$ cat src/hw/rtl/assert_macros.svh
// Assertion macros shared by the radial vignetting gain RTL.
`ifndef ASSERT_MACROS_SVH
`define ASSERT_MACROS_SVH
`ifndef SYNTHESIS
`define RVG_ASSERT(label, expr) \
  label: assert property (@(posedge clk) disable iff (!rst_n) (expr)) \
    else $error("rvg check failed");
`define RVG_ASSERT_IMP(label, ante, cons) \
  label: assert property (@(posedge clk) disable iff (!rst_n) (ante) |-> (cons)) \
    else $error("rvg implication failed");
`else
`define RVG_ASSERT(label, expr)
`define RVG_ASSERT_IMP(label, ante, cons)
`endif
`endif

$ cat src/hw/rtl/rvg_pkg.sv
// Types and constants of the radial vignetting gain block.
package rvg_pkg;

  localparam int NARROW_SAMPLE_BITS = 8;
  localparam int GAIN_FRAC_NARROW   = 12;
  localparam int GAIN_FRAC_WIDE     = 10;
  localparam int GAIN_W_NARROW      = 23;
  localparam int GAIN_W_WIDE        = 15;
  localparam int GAIN_MAX_NARROW    = 2047 << 12;
  localparam int GAIN_MAX_WIDE      = 31 << 10;
  localparam int COEF_FRAC          = 24;

  // component roles, one nibble each
  localparam logic [3:0] ROLE_END     = 4'd0;
  localparam logic [3:0] ROLE_NEXT    = 4'd1;
  localparam logic [3:0] ROLE_UNKNOWN = 4'd2;

  typedef enum logic [2:0] {
    CFG_COEF_R2,
    CFG_COEF_R4,
    CFG_COEF_R6,
    CFG_PIX_STEP,
    CFG_CENTER_X,
    CFG_CENTER_Y,
    CFG_CORRECT_MODE,
    CFG_ROLE_WORD
  } cfg_idx_t;

  typedef struct packed {
    logic [15:0] sample;
    logic        row_start;
    logic [15:0] column;
    logic [15:0] line;
  } rvg_in_t;

  typedef struct packed {
    logic [15:0] sample_out;
    logic        pixel_end;
  } rvg_out_t;

  typedef struct packed {
    logic signed [31:0] coef_r2;
    logic signed [31:0] coef_r4;
    logic signed [31:0] coef_r6;
    logic               correct_mode;
  } rvg_coef_t;

  typedef struct packed {
    logic [30:0]        pix_step;
    logic signed [31:0] center_x;
    logic signed [31:0] center_y;
    logic [31:0]        role_word;
  } rvg_geom_t;

  typedef struct packed {
    logic start;
  } gain_req_t;

  typedef struct packed {
    logic busy;
    logic done;
  } gain_rsp_t;

  typedef enum logic [3:0] {
    G_IDLE,
    G_SQX,
    G_SQY,
    G_R2,
    G_MQ_LO,
    G_MQ_HI,
    G_MQ_FIN,
    G_SUM,
    G_DIV,
    G_FIX,
    G_DONE
  } gain_state_t;

  typedef enum logic [2:0] {
    OP_R4,
    OP_R6,
    OP_T2,
    OP_T4,
    OP_T6
  } mq_op_t;

  typedef enum logic [2:0] {
    B_IDLE,
    B_ROWX,
    B_ROWY,
    B_ROWF,
    B_GWAIT,
    B_WALK,
    B_MUL,
    B_EMIT
  } back_state_t;

endpackage

$ cat src/hw/rtl/rvg_front.sv
// Input side: two-entry queue that decouples intake from processing.
module rvg_front (
  input  logic            clk,
  input  logic            rst_n,
  input  logic            in_valid,
  output logic            in_ready,
  input  rvg_pkg::rvg_in_t in_data,
  output logic            q_valid,
  input  logic            q_ready,
  output rvg_pkg::rvg_in_t q_item
);
  import rvg_pkg::*;

  localparam int DEPTH = 2;
  localparam int PTR_W = $clog2(DEPTH);
  localparam int CNT_W = $clog2(DEPTH + 1);

  rvg_in_t            entries_r [DEPTH];
  logic [PTR_W-1:0]   wr_ptr_r;
  logic [PTR_W-1:0]   rd_ptr_r;
  logic [CNT_W-1:0]   count_r;
  logic               push;
  logic               pop;

  assign in_ready = (count_r != CNT_W'(DEPTH));
  assign q_valid  = (count_r != '0);
  assign q_item   = entries_r[rd_ptr_r];
  assign push     = in_valid && in_ready;
  assign pop      = q_valid && q_ready;

  // storage
  always_ff @(posedge clk) begin
    if (push) begin
      entries_r[wr_ptr_r] <= in_data;
    end
  end

  // pointers and fill level
  always_ff @(posedge clk) begin
    if (!rst_n) begin
      wr_ptr_r <= '0;
      rd_ptr_r <= '0;
      count_r  <= '0;
    end else begin
      if (push) begin
        wr_ptr_r <= wr_ptr_r + 1'b1;
      end
      if (pop) begin
        rd_ptr_r <= rd_ptr_r + 1'b1;
      end
      case ({push, pop})
        2'b10:   count_r <= count_r + 1'b1;
        2'b01:   count_r <= count_r - 1'b1;
        default: count_r <= count_r;
      endcase
    end
  end

endmodule

$ cat config.mk
export PLATFORM = sky130hd
export DESIGN_NAME = rvg_front
export DESIGN_NICKNAME = d
export VERILOG_FILES = /design/src/hw/rtl/assert_macros.svh /design/src/hw/rtl/rvg_pkg.sv /design/src/hw/rtl/rvg_front.sv
export SDC_FILE = /design/constraint.sdc
export NUM_CORES = 1
export LEC_CHECK = 0
export ABC_AREA = 1
export BUFFER_PORTS_ARGS = -buffer_cell sky130_fd_sc_hd__clkbuf_2
export CORE_MARGIN = 2
export CORE_UTILIZATION = 45
export DETAILED_ROUTE_END_ITERATION = 10
export PLACE_DENSITY = 0.7
export SETUP_SLACK_MARGIN = 0.2
export SKIP_CTS_REPAIR_TIMING = 1
export SYNTH_ARGS = -nofsm -noshare
export SYNTH_HDL_FRONTEND = slang
export SYNTH_SLANG_ARGS = --single-unit
$ cat constraint.sdc
create_clock -name clk -period 8.4 [get_ports clk]
set_clock_uncertainty 0.15 [all_clocks]
set_input_delay 1.68 -clock clk [delete_from_list [all_inputs] [get_ports clk]]
set_output_delay 1.68 -clock clk [all_outputs]
set_load 0.01 [all_outputs]
== After elaboration in Yosys (flattened, before gate mapping) ==
Memory sizes are Yosys's and may differ from the RTL's. A register that Yosys moved wholly into a read port is not among the register bits.
Cells that the tools add are included.
Widths: inputs -> output; s select.
Storage, ports and cells
  bits in registers: 4
  RAM bits: 98
  bits of input ports: 53
  output and inout port bits: 51
  word-level logic and storage cells: 20
  memories: 1
Operators by class
  $add $sub $neg: 4
  equal/unequal tests: 3
  multiplexer cells: 5
  reductions and logical operators: 4
Memories
  entries_r: words 2, bits a word 49, read ports 1, clocked after Yosys merged registers in 1, write ports 1, line rvg_front.sv:18  | rvg_in_t entries_r [DEPTH];
Operator list (number)
  $mux 1: 4
  $pmux 2 s2: 1
  $reduce_bool 2->1: 2
  $add 1x1->1 const B: 2
  $add 2x1->2 const B: 1
  $eq 2x1->1 const B: 1
  $eq 2x2->1 const B: 1
  $logic_and 1x1->1: 2
  $ne 2x2->1 const B: 1
  $sub 2x1->2 const B: 1

== Logic depth before layout (Yosys ltp) ==
  depth in word-level cells: 4
  mapped depth: 9

== Worst setup path after synthesis ==
Ideal clock, no wire load.
  path type: input port to flip-flop
  start: in in_valid
  end: mem entries_r[1][0] (netlist name) (enable)
  setup time: 0.457 ns
  arrival time: 3.868 ns
  setup slack: 3.925 ns
  cell stages on the path: 2
  path buffers: 0
  cells stage by stage: nand2_1 > nor2_1
Between the ends
  longest elaborated chain between the ends: 3
Ends and longest elaborated chain
  from (decl): line rvg_front.sv:5  | input logic in_valid,
  $logic_and 1x1->1: line rvg_front.sv:28  | assign push = in_valid && in_ready;
  $mux 1: line rvg_front.sv:33  | if (push) begin
  $mux 1 (not written as such): line rvg_front.sv:34  | entries_r[wr_ptr_r] <= in_data;
  to (decl): line rvg_front.sv:18
Every way passes these cells.

==> metrics.yaml <==
outcome:
  outcome: "finished, final reports clean"
logic_synthesis:
  yosys.area_share.simple_pct: 2.26
  synth-xor-area-share_pct: 0
  yosysWarnings: 0
  syn_avg_cell_area_um2: 20.3
  netlist_area_um2: 3820
  synth-compound-area-share_pct: 0.459
  synthesis.nets: 242
  synthCells: 188
  ys_seq_area_share_pct: 79.7
  synth_fa_ha_area_share_pct: 0.328
  ys_seq_elements: 103
  synth_mux_area_share_pct: 15.4
  synthDistinctLibCells: 16
  synth_top_family_by_area: "multiplexers"
clocking:
  insertion_delay_ns: 0.35
  cts_buffer_depth: 2
  cts_sinks: 103
  cts_max_level: 3
  cts_root_buf: "clkbuf_8"
  path_clk_slew_ns: 0.09
  cts_tree: "yes"
  cts-buffers-inserted: 9
worst_setup_path:
  rr_endpoint: "entries_r[1][20]$_DFFE_PP_"
  end_kind: "primary output"
  r2r_start: "count_r[0]$_SDFFE_PN0P_"
  critPathArrivalTime_ns: 1.95
  r2r_cells: 5
  critical_path_class: "reg2out"
  r2r_setup_slack_ns: 6.43
  worst-path-max-fanout: 37
  startpoint_type: "flop"
  critPathRequiredTime_ns: 6.57
timing:
  fin_crit_ns: 3.78
  timing_worst_slew_pin_value_ns: 0.666
  setup_ws_ns: 4.62
  slew_violations: 0
  grt_setup_unrepaired: "no"
  hold_violations: 0
  fin_setup_tns_ns: 0
  finalCritPeriodShare_pct: 45.0
  setup_viol: 0
  fmax_mhz: 264
  relSlewSlack_pct: 55.6
final_layout:
  fin_nets: 354
  layout_common_cells: "clkbuf_2, edfxtp_1, mux2_2, mux2_4, nand2_1"
  fin_util_pct: 56.7
  drive_gt1_share_pct: 57.0
  n_antenna_cell: 0
  layout_commonest_cell: "clkbuf_2"
  area_growth_pct: 22.1
global_routing:
  antenna_found_initial: 0
  grt_util_all_layers_pct: 13.8
  grt_pass1_vias: 1962
  overflow: 0
  grt_max_degree: 51
  grt_pass1_wl_mm: 9.23
pwr:
  p_per_area_nw_per_um2: 258
  power.internal_uw: 885
  p_leak_nw: 1.80
  pwr-share-clk_pct: 25.5
  power_switching_uw: 316
  ir_drop_uv: 138
  sequentialPowerShare_pct: 53.9
  p_sw_share_pct: 26.3
  combPwrFrac_pct: 20.6
detailed_routing:
  drtPass1Iterations: 4
  drt.antenna.violating_nets: 0
  drtIter0Drc: 132
  vias: 1974
  drc: 0
  drt-wirelength-per-cell_um: 15.0
  viasPerCell: 4.81
  wl_mm: 6.14
floorplanning:
  design.core.area_um2: 8220
  die_width_um: 96.1
  io_pins: 104
  die_h_um: 96.1
  die-area_um2: 9230
  row_count: 33
  initial_core_util_pct: 46.4
placement:
  gp_congestion: 0.754
  hpwl_mm: 4.05
  preCtsSetupSlack_ns: 4.98
  io_buffer_count: 103
worst_hold_path:
  hold_path.class: "reg2reg"
  hold_depth: 2
  min_from: "rd_ptr_r$_SDFFE_PN0P_"
  min_to: "rd_ptr_r$_SDFFE_PN0P_"
job:
  drv_cap: 0
[synth_stat cells, drive strengths merged]
master	count	area, um^2
edfxtp	98	2940
mux2	49	589
nand2	10	37.5
nor2	10	37.5
buf	5	48.8
dfxtp	5	100
inv	5	18.8
a21oi	1	5.00
ha	1	12.5
nand3	1	5.00
nand4	1	6.26
o21a	1	7.51
o21ai	1	5.00
[power groups by stage]
| stage | clock network [mW] | logic (mW) | registers [mW] |
|---|---|---|---|
| 2_1_floorplan | 0 | 0.168 | 0.654 |
| 3_3_place_gp | 0 | 0.251 | 0.658 |
| 3_5_place_dp | 0 | 0.253 | 0.661 |
| 4_1_cts | 0.316 | 0.254 | 0.649 |
| 5_1_grt | 0.338 | 0.273 | 0.654 |
| 6_report | 0.306 | 0.247 | 0.648 |
[metal layers]
metal | vias up | part of all wire (%) | GRT usage, %
li1 | 942 | - | -
met1 | 953 | 43 | 17.1
met2 | 72 | 49 | 22.6
met3 | 7 | 7.4 | 4.31
met4 | 0 | 1.2 | 5.71
met5 | - | 0 | 0
[flip-flops by register name, summed over array words and instances (netlist names), named ones only]
signal and flops:
entries_r 98, count_r 2, rd_ptr_r 1, wr_ptr_r 1
[worst max path at each step]
stage | from | to | cells past startpoint
floorplan | in_valid | entries_r[1][0]$_DFFE_PP_ | 2
global placement | flop | q_item[7] | 3
detailed placement | flop | q_item[7] | 3
CTS | flop | q_item[16] | 3
global route | flop | q_item[16] | 3
finish | flop | q_item[43] | 3
[final cells by class]
cell class	instances	area [um^2]
multi-input cells	75	721
clock buffers	9	124
repair buffers	106	538
clock inverters	7	81.3
fillers	650	3560
inverters	5	18.8
flip-flops and latches	103	3040
well taps	105	131
[worst max-delay path: stages, from the launching register on]
cell      delay [ns]
dfxtp_2         0.51
buf_4           0.51
mux2_2          0.40
clkbuf_2        0.13
[per-stage QoR]
step	hold WS (ns)	cells	area (um^2)	total power [mW]
after floorplan	0.301	188	3820	0.822
after global placement	0.318	394	4450	0.910
after detailed placement	0.330	394	4450	0.914
after CTS	0.353	410	4660	1.22
after global routing	0.419	410	4660	1.27
final	0.347	410	4660	1.20
[kinds of logic after synthesis]
kind of cell    after synthesis
buf+inv                      10
flops                       103
simple gates                 22
mux                          49
compound gates                3
fa+ha+maj                     1
Power figures use the tool's default switching activity.
