[config.mk]
export PLATFORM = sky130hd
export DESIGN_NAME = rvg_back
export DESIGN_NICKNAME = d
export VERILOG_FILES = /design/src/hw/rtl/assert_macros.svh /design/src/hw/rtl/rvg_pkg.sv /design/src/hw/rtl/rvg_back.sv
export SDC_FILE = /design/constraint.sdc
export NUM_CORES = 2
export LEC_CHECK = 0
export BUFFER_PORTS_ARGS = -buffer_cell sky130_fd_sc_hd__buf_4
export CAP_MARGIN = 20
export CORE_MARGIN = 2
export CORE_UTILIZATION = 30
export DETAILED_ROUTE_END_ITERATION = 8
export GPL_ROUTABILITY_DRIVEN = 0
export PLACE_DENSITY = 0.55
export SYNTH_ARGS = -nofsm -noshare
export SYNTH_HDL_FRONTEND = slang
export SYNTH_SLANG_ARGS = --single-unit
[constraint.sdc]
create_clock -name clk -period 18.9 [get_ports clk]
set_input_delay 2.835 -clock clk [delete_from_list [all_inputs] [get_ports clk]]
set_output_delay 2.835 -clock clk [all_outputs]
set_load 0.03 [all_outputs]
[src/hw/rtl/assert_macros.svh]
// Assertion macros shared by the radial vignetting gain RTL.
`ifndef ASSERT_MACROS_SVH
`define ASSERT_MACROS_SVH
`ifndef SYNTHESIS
`define RVG_ASSERT(label, expr) \
  label: assert property (@(posedge clk) disable iff (!rst_n) (expr)) \
    else $error("rvg check failed");
`define RVG_ASSERT_IMP(label, ante, cons) \
  label: assert property (@(posedge clk) disable iff (!rst_n) (ante) |-> (cons)) \
    else $error("rvg implication failed");
`else
`define RVG_ASSERT(label, expr)
`define RVG_ASSERT_IMP(label, ante, cons)
`endif
`endif

[src/hw/rtl/rvg_pkg.sv]
// Types and constants of the radial vignetting gain block.
package rvg_pkg;

  localparam int NARROW_SAMPLE_BITS = 8;
  localparam int GAIN_FRAC_NARROW   = 12;
  localparam int GAIN_FRAC_WIDE     = 10;
  localparam int GAIN_W_NARROW      = 23;
  localparam int GAIN_W_WIDE        = 15;
  localparam int GAIN_MAX_NARROW    = 2047 << 12;
  localparam int GAIN_MAX_WIDE      = 31 << 10;
  localparam int COEF_FRAC          = 24;

  // component roles, one nibble each
  localparam logic [3:0] ROLE_END     = 4'd0;
  localparam logic [3:0] ROLE_NEXT    = 4'd1;
  localparam logic [3:0] ROLE_UNKNOWN = 4'd2;

  typedef enum logic [2:0] {
    CFG_COEF_R2,
    CFG_COEF_R4,
    CFG_COEF_R6,
    CFG_PIX_STEP,
    CFG_CENTER_X,
    CFG_CENTER_Y,
    CFG_CORRECT_MODE,
    CFG_ROLE_WORD
  } cfg_idx_t;

  typedef struct packed {
    logic [15:0] sample;
    logic        row_start;
    logic [15:0] column;
    logic [15:0] line;
  } rvg_in_t;

  typedef struct packed {
    logic [15:0] sample_out;
    logic        pixel_end;
  } rvg_out_t;

  typedef struct packed {
    logic signed [31:0] coef_r2;
    logic signed [31:0] coef_r4;
    logic signed [31:0] coef_r6;
    logic               correct_mode;
  } rvg_coef_t;

  typedef struct packed {
    logic [30:0]        pix_step;
    logic signed [31:0] center_x;
    logic signed [31:0] center_y;
    logic [31:0]        role_word;
  } rvg_geom_t;

  typedef struct packed {
    logic start;
  } gain_req_t;

  typedef struct packed {
    logic busy;
    logic done;
  } gain_rsp_t;

  typedef enum logic [3:0] {
    G_IDLE,
    G_SQX,
    G_SQY,
    G_R2,
    G_MQ_LO,
    G_MQ_HI,
    G_MQ_FIN,
    G_SUM,
    G_DIV,
    G_FIX,
    G_DONE
  } gain_state_t;

  typedef enum logic [2:0] {
    OP_R4,
    OP_R6,
    OP_T2,
    OP_T4,
    OP_T6
  } mq_op_t;

  typedef enum logic [2:0] {
    B_IDLE,
    B_ROWX,
    B_ROWY,
    B_ROWF,
    B_GWAIT,
    B_WALK,
    B_MUL,
    B_EMIT
  } back_state_t;

endpackage

[src/hw/rtl/rvg_back.sv]
// Processing side: coordinates, role walk, sample scaling and output register.
module rvg_back #(
  parameter int SAMPLE_BITS = 16,
  localparam int GAIN_W = (SAMPLE_BITS <= rvg_pkg::NARROW_SAMPLE_BITS) ?
                          rvg_pkg::GAIN_W_NARROW : rvg_pkg::GAIN_W_WIDE
) (
  input  logic                clk,
  input  logic                rst_n,
  input  rvg_pkg::rvg_geom_t  geom,
  input  rvg_pkg::rvg_in_t    q_item,
  input  logic                q_valid,
  output logic                q_ready,
  output rvg_pkg::gain_req_t  gain_req,
  input  rvg_pkg::gain_rsp_t  gain_rsp,
  input  logic [GAIN_W-1:0]   gain,
  output logic signed [31:0]  x_norm,
  output logic signed [31:0]  y_norm,
  output logic                out_valid,
  input  logic                out_ready,
  output rvg_pkg::rvg_out_t   out_data
);
  import rvg_pkg::*;

  localparam int GAIN_FRAC = (SAMPLE_BITS <= NARROW_SAMPLE_BITS) ?
                             GAIN_FRAC_NARROW : GAIN_FRAC_WIDE;
  localparam int PROD_W     = 48;
  localparam int STEP_LIMIT = 8;
  localparam int STEP_W     = $clog2(STEP_LIMIT + 1);
  localparam logic [SAMPLE_BITS-1:0] SAMPLE_MAX = '1;
  localparam logic [PROD_W:0] ROUND_HALF = {{PROD_W{1'b0}}, 1'b1} << (GAIN_FRAC - 1);

  back_state_t              bstate_r, bstate_nxt;
  logic [SAMPLE_BITS-1:0]   s_r;
  logic [15:0]              col_r;
  logic [15:0]              line_r;
  logic signed [31:0]       x_r, y_r;
  logic [31:0]              roles_r;
  logic [STEP_W-1:0]        step_r;
  logic [PROD_W-1:0]        prod_r;
  logic                     scale_r, pend_r, post_r;
  logic                     out_valid_r;
  rvg_out_t                 out_data_r;

  logic [31:0]              rl, rl_post;
  logic [3:0]               nib, nib_post;
  logic                     walk_last, walk_adv, out_free, emit_load;
  logic [32:0]              x_sum;
  logic signed [31:0]       x_step;
  logic [PROD_W:0]          diff_x, diff_y;
  logic [PROD_W:0]          rounded, shifted;
  logic [SAMPLE_BITS-1:0]   scaled_val, result;

  // saturate a 49-bit two's complement value to signed 32 bits
  function automatic logic [31:0] sat32(input logic [48:0] v);
    if (!v[48] && (|v[47:31])) return 32'h7FFF_FFFF;
    if (v[48] && !(&v[47:31])) return 32'h8000_0000;
    return v[31:0];
  endfunction

  // role decode
  assign rl        = (roles_r == '0) ? geom.role_word : roles_r;
  assign nib       = rl[3:0];
  assign rl_post   = rl >> 4;
  assign nib_post  = rl_post[3:0];
  assign walk_last = (step_r == STEP_W'(STEP_LIMIT));
  assign walk_adv  = !walk_last && (nib == ROLE_END || nib == ROLE_NEXT);
  assign out_free  = !out_valid_r || out_ready;

  // coordinate arithmetic
  assign x_sum  = {x_r[31], x_r} + {2'b00, geom.pix_step};
  assign x_step = sat32({{16{x_sum[32]}}, x_sum});
  assign diff_x = {1'b0, prod_r} - {{17{geom.center_x[31]}}, geom.center_x};
  assign diff_y = {1'b0, prod_r} - {{17{geom.center_y[31]}}, geom.center_y};

  // rounding and clamp of the scaled sample
  assign rounded    = {1'b0, prod_r} + ROUND_HALF;
  assign shifted    = rounded >> GAIN_FRAC;
  assign scaled_val = (shifted > (PROD_W+1)'(SAMPLE_MAX)) ? SAMPLE_MAX
                                                          : shifted[SAMPLE_BITS-1:0];
  assign result     = scale_r ? scaled_val : s_r;

  // next state
  always_comb begin
    bstate_nxt = bstate_r;
    unique case (bstate_r)
      B_IDLE:  if (q_valid) bstate_nxt = q_item.row_start ? B_ROWX : B_WALK;
      B_ROWX:  bstate_nxt = B_ROWY;
      B_ROWY:  bstate_nxt = B_ROWF;
      B_ROWF:  bstate_nxt = B_GWAIT;
      B_GWAIT: if (gain_rsp.done) bstate_nxt = post_r ? B_IDLE : B_WALK;
      B_WALK: begin
        if (walk_last) bstate_nxt = B_EMIT;
        else if (walk_adv) bstate_nxt = B_GWAIT;
        else bstate_nxt = B_MUL;
      end
      B_MUL:   bstate_nxt = B_EMIT;
      B_EMIT:  if (out_free) bstate_nxt = pend_r ? B_GWAIT : B_IDLE;
      default: bstate_nxt = B_IDLE;
    endcase
  end

  // state outputs
  always_comb begin
    q_ready        = (bstate_r == B_IDLE);
    emit_load      = (bstate_r == B_EMIT) && out_free;
    gain_req.start = (bstate_r == B_ROWF) ||
                     ((bstate_r == B_WALK) && walk_adv) ||
                     (emit_load && pend_r);
  end

  assign x_norm    = x_r;
  assign y_norm    = y_r;
  assign out_valid = out_valid_r;
  assign out_data  = out_data_r;

  // item payload, products and output payload
  always_ff @(posedge clk) begin
    case (bstate_r)
      B_IDLE: begin
        if (q_valid) begin
          s_r    <= q_item.sample[SAMPLE_BITS-1:0];
          col_r  <= q_item.column;
          line_r <= q_item.line;
        end
      end
      B_ROWX: prod_r <= col_r * geom.pix_step;
      B_ROWY: prod_r <= line_r * geom.pix_step;
      B_MUL:  prod_r <= s_r * gain;
      default: ;
    endcase
    if (emit_load) begin
      out_data_r.sample_out <= 16'(result);
      out_data_r.pixel_end  <= pend_r;
    end
  end

  // control, coordinates and role state
  always_ff @(posedge clk) begin
    if (!rst_n) begin
      bstate_r    <= B_IDLE;
      x_r         <= '0;
      y_r         <= '0;
      roles_r     <= '0;
      step_r      <= '0;
      scale_r     <= 1'b0;
      pend_r      <= 1'b0;
      post_r      <= 1'b0;
      out_valid_r <= 1'b0;
    end else begin
      bstate_r <= bstate_nxt;
      case (bstate_r)
        B_IDLE: begin
          if (q_valid) begin
            step_r <= '0;
            if (q_item.row_start) begin
              roles_r <= '0;
            end
          end
        end
        B_ROWY: x_r <= sat32(diff_x);
        B_ROWF: begin
          y_r    <= sat32(diff_y);
          post_r <= 1'b0;
        end
        B_WALK: begin
          if (walk_last) begin
            // no component role in the word: pass through
            roles_r <= rl;
            scale_r <= 1'b0;
            pend_r  <= 1'b0;
          end else if (walk_adv) begin
            roles_r <= (nib == ROLE_END) ? '0 : rl_post;
            x_r     <= x_step;
            step_r  <= step_r + 1'b1;
            post_r  <= 1'b0;
          end else begin
            scale_r <= (nib != ROLE_UNKNOWN);
            if (rl_post == '0 || nib_post == ROLE_END) begin
              roles_r <= '0;
              pend_r  <= 1'b1;
            end else if (nib_post == ROLE_NEXT) begin
              roles_r <= rl_post >> 4;
              pend_r  <= 1'b1;
            end else begin
              roles_r <= rl_post;
              pend_r  <= 1'b0;
            end
          end
        end
        B_EMIT: begin
          if (out_free && pend_r) begin
            x_r    <= x_step;
            post_r <= 1'b1;
          end
        end
        default: ;
      endcase
      if (emit_load) begin
        out_valid_r <= 1'b1;
      end else if (out_ready) begin
        out_valid_r <= 1'b0;
      end
    end
  end

endmodule

# Word-level counts from Yosys, hierarchy flattened
# Index checks and enable logic that the tools add are counted.
# classes
muxes	70
add_sub_neg	5
order_cmp	1
multipliers	3
reduce_logical	47
shifts	0
div	0
bitwise_logic	0
n_eq_ne	19
# ops
operator	n
$mux W32	19
$pmux W48 S3	1
$mux W28	4
$sub A48 B49 Y49	2
$pmux W32 S3	1
$mul A16 B31 Y47	2
$logic_not A32 Y1	2
$pmux W32 S2	1
$add A48 B10 Y49 const B	1
$gt A39 B16 Y1 const B	1
$reduce_and A17 Y1	2
$reduce_or A17 Y1	2
$add A32 B32 Y33	1
$mux W16	2
$mul A16 B15 Y31	1
$mux W1	28
$pmux W3 S8	1
$mux W3	6
$ne A2 B2 Y1 const B	7
$eq A3 B3 Y1 const B	4
$mux W4	3
$reduce_and A4 Y1	3
$logic_and A1 B1 Y1	11
$reduce_bool A3 Y1	3
18 further kinds	37
# totals
regBits	220
memories	0
romBits	0
ramBits	0
latchBits	0
in_bits	197
out_inout_bits	84

# Depth between registers and ports, before layout
# logic_depth
ltp_word	12
depth_mapped	27

# Least setup slack after synthesis
# Ideal clock, no wire load.
# synth_timing
kind	input to register
from	in geom[111] (netlist bit)
to	reg prod_r[43] (data pin)
cell_stages	26
n_path_buf	1
setup_slack_ns	9.829
t_arrival_ns	8.815
cell_sequence	clkbuf_1 nand2_1 fa_1 inv_1 fa_1 inv_1 fa_1 inv_1 fa_1 fa_1 inv_1 fa_1 inv_1 ha_1 a21oi_1 o21ai_0 o32ai_1 a21oi_1 o2bb2ai_1 a21oi_1 o21bai_1 a21oi_1 nor4bb_1 or2_2 xnor2_1 a22o_1
# synth_between
elab_chain_len	2
# synth_lines
item	line	text
start, declared	rvg_back.sv:9	input rvg_pkg::rvg_geom_t geom,
$mul A16 B31 Y47, on equally long branches	rvg_back.sv:127, rvg_back.sv:126	
$pmux W48 S3 *	rvg_back.sv:118	case (bstate_r)
end signal, assigned	rvg_back.sv:126	B_ROWX: prod_r <= col_r * geom.pix_step;
end signal, assigned	rvg_back.sv:127	B_ROWY: prod_r <= line_r * geom.pix_step;
end signal, assigned	rvg_back.sv:128	B_MUL: prod_r <= s_r * gain;
end, declared	rvg_back.sv:39	logic [PROD_W-1:0] prod_r;
# Every way passes the cells marked *; elsewhere a longest branch is shown, timed or not. The select of a mux whose other input is x is not followed.
# A chain may end at the register's enable or synchronous reset.

# Worst setup path in the final report
# layout_timing
from	in geom[116] (netlist bit)
to	reg prod_r[45] (data pin)
# Same word-level chain as after synthesis.

==> flow_metrics.env <==
export IMPL_status="finished, final reports clean"
export IMPL_synth_avg_cell_area_um2=8.43
export IMPL_clkTransAtPathRegs_ns=0.06
export IMPL_ant_nets=0
export IMPL_rows=160
export IMPL_synth_ff_type="edfxtp_1"
export IMPL_fp_dieH_um=440
export IMPL_grt_ovfl_total=0
export IMPL_yosys_area_share_simple_pct=18.3
export IMPL_drcViolationCount=0
export IMPL_hpwl_mm=145
export IMPL_final_common_cell="inv_1"
export IMPL_postSynthCellCount=6769
export IMPL_cts_buffers=34
export IMPL_synth_top_family_by_area="adder cells"
export IMPL_setup_viol=0
export IMPL_hp_start="step_r[3]"
export IMPL_fin_skew_ns=0.0439
export IMPL_root_buffer="clkbuf_16"
export IMPL_drv_cap=0
export IMPL_synth_edf_count=112
export IMPL_holdWs_ns=0.488
export IMPL_viasPerCell=5.13
export IMPL_worstPathMaxFanout=33
export IMPL_ys_seq_area_share_pct=9.65
export IMPL_fin_crit_ns=10.24
export IMPL_grt_antenna_before_repair=12
export IMPL_drive_gt1_share_pct=7.14
export IMPL_crit_buf_inv=4
export IMPL_timing_final_crit_share_pct=54.2
export IMPL_die_x_um=440
export IMPL_io_buffers=279
export IMPL_cts_tree="done"
export IMPL_crit_top_cell="fa_1"
export IMPL_reg2regPathDepth=23
export IMPL_firstDrtPassIters=6
export IMPL_drt_iter0_drc=3296
export IMPL_ys_ff_latch=219
export IMPL_grt_max_degree=53
export IMPL_crit_family="adder cells"
export IMPL_reg2reg_slack_ns=10.63
export IMPL_finalHoldViolCount=0
export IMPL_critPathKind="input pin to flop"
export IMPL_cp_required_ns=19.23
export IMPL_syn_area_um2=57100
export IMPL_routedWlPerCell_um=20.7
export IMPL_async_flop_share_pct=0
export IMPL_postLayoutCoreUtil_pct=33.0
export IMPL_reg2reg_to="prod_r[45]"
export IMPL_slowest_delay_ns=0.55
export IMPL_yosysWarnings=0
export IMPL_htree_levels=2
export IMPL_synth_compound_gate_area_share_pct=13.1
export IMPL_hold_path_class="flop to flop"
export IMPL_core_um2=190000
export IMPL_die_area_um2=194000
export IMPL_hold_buffers=0
export IMPL_synthesis_nets=8420
export IMPL_report_final_slew_viol_count=0
export IMPL_rsz0062_at_grt="no"
export IMPL_clk_latency_ns=0.64
export IMPL_nets=8450
export IMPL_hold_path_cell_count=1
export IMPL_synth_fa_ha_area_share_pct=44.9
export IMPL_yosysUniqueCellTypes=116
export IMPL_io_pins=281
export IMPL_finalSetupTns_ns=0
export IMPL_finalWirelength_mm=194
export IMPL_synthXorXnorAreaFrac_pct=3.21
export IMPL_crit_path_start_kind="input pin"
export IMPL_final_cell_mix="inv_1, nand2_1, fa_1"
export IMPL_maxSlewHeadroom_pct=16.4
export IMPL_clk_path_buf_depth=3
export IMPL_critPathSlowestCell="o22ai_1"
export IMPL_final_fill_count=19900
export IMPL_r2r_start="line_r[1]"
export IMPL_postCtsSetupBuffers=0
export IMPL_synthMuxAreaShare_pct=0.248
export IMPL_grt_pass1_wl_mm=297
export IMPL_critical_path_endpoint_type="flop"
export IMPL_grt_pass1_vias=49700
export IMPL_areaGrowthSynthToFinish_pct=9.68
export IMPL_worstPathArrival_ns=10.58
export IMPL_globalRouteTotalUtil_pct=20.0
export IMPL_initial_utilization_pct=30.1
export IMPL_ctsResizeCount=0
export IMPL_fmax_mhz=97.6
export IMPL_vias=47900
export IMPL_min_to="step_r[3]"
export IMPL_cp_num_cells=23
export IMPL_clkSinkCount=219
export IMPL_crit_path_cell_trace="buf_4, nand2_1, fa_1, fa_1, fa_1, inv_1, fa_1, fa_1, inv_1, fa_1, inv_1, ha_1, nand3_1, nor3_1, nand2_1, a211oi_1, nor2_1, o41a_1, a21oi_1, a41oi_1, o21ai_0, xnor2_1, o22ai_1"
export IMPL_worst_pin_slew_ns=1.24
[synth_stat cells (11+ instances only)]
cell type	number	area share (%)
a211o_1	11	0.17
nor3_1	68	0.60
o211ai_1	26	0.34
a21boi_0	12	0.16
edfxtp_1	112	5.9
o221ai_2	20	0.53
a211oi_1	43	0.57
nand2_1	1007	6.6
xnor2_1	121	1.9
a31oi_1	34	0.37
nor2b_1	36	0.39
dfxtp_1	107	3.8
or3_1	24	0.26
o21ai_0	183	1.6
mux2i_1	13	0.23
a32oi_1	24	0.37
o21ai_1	19	0.17
o22ai_1	18	0.20
o21bai_1	30	0.39
nor2_1	259	1.7
a21o_1	124	1.6
and3_1	37	0.41
nand4_1	41	0.45
xor2_1	86	1.3
inv_1	1244	8.2
fa_1	991	35
clkbuf_1	297	2.0
a21oi_1	334	2.9
nand3_1	79	0.69
and2_1	491	5.4
ha_1	463	10
nor4_1	19	0.21
o221ai_1	26	0.40
buf_2	25	0.22
or2_2	15	0.16
o21a_1	49	0.64
o31ai_1	14	0.18
nand2b_1	53	0.58
[registers in the layout (all words and copies together), names as in the netlist, 3 cells and up]
register and cells:
bstate_r 3, col_r 16, line_r 16, out_data 17
prod_r 47, roles_r 32, s_r 16, step_r 4
x_norm 32, y_norm 32
[worst max-delay path by stage]
stage                         start    endpoint  slack (ns)
after CTS                 geom[116]  prod_r[37]        8.79
after detailed placement  geom[116]  prod_r[37]        8.15
after global routing      geom[117]  prod_r[45]        8.30
after global placement    geom[116]  prod_r[45]        8.20
after floorplan           geom[111]  prod_r[43]        9.83
final                     geom[116]  prod_r[45]        8.66
[cell type report]
| cell class | count | area, um^2 | share of cell area (%) |
|---|---|---|---|
| multi-input cells | 4963 | 45600 | 72.8 |
| flip-flops and latches | 219 | 5510 | 8.80 |
| inverters | 1245 | 4670 | 7.47 |
| well taps | 2511 | 3140 | 5.02 |
| repair buffers | 336 | 2530 | 4.04 |
| clock buffers | 42 | 923 | 1.48 |
| clock inverters | 20 | 258 | 0.412 |
| diodes | 3 | 7.51 | 0.0120 |
[metal layers]
metal	wire, um	vias up	global-route usage [%]
met2	91800	1614	33.4
met3	12900	347	2.91
met5	57	-	0
met1	79100	24400	25.4
met4	9780	8	9.18
li1	-	21500	-
[stage by stage]
step	setup WS, ns	area (um^2)	instances
2_1_floorplan	9.83	57100	6769
3_3_place_gp	8.20	61400	9272
3_5_place_dp	8.15	61400	9272
4_1_cts	8.79	62600	9334
5_1_grt	8.30	62600	9337
6_report	8.66	62600	9339
[cells by family (layout without fill, tap and decap cells)]
kind of cell | count (synthesis) | count (layout)
other cells | 0 | 3
compound gates | 1106 | 1106
simple gates | 2181 | 2181
mux | 14 | 14
fa+ha+maj | 1454 | 1454
xor+xnor | 208 | 208
buf+inv | 1587 | 1643
flops | 219 | 219
Power is left out: the tool's default activity adds up to more than one toggle a clock period on the data nets, which glitch-free logic cannot reach.
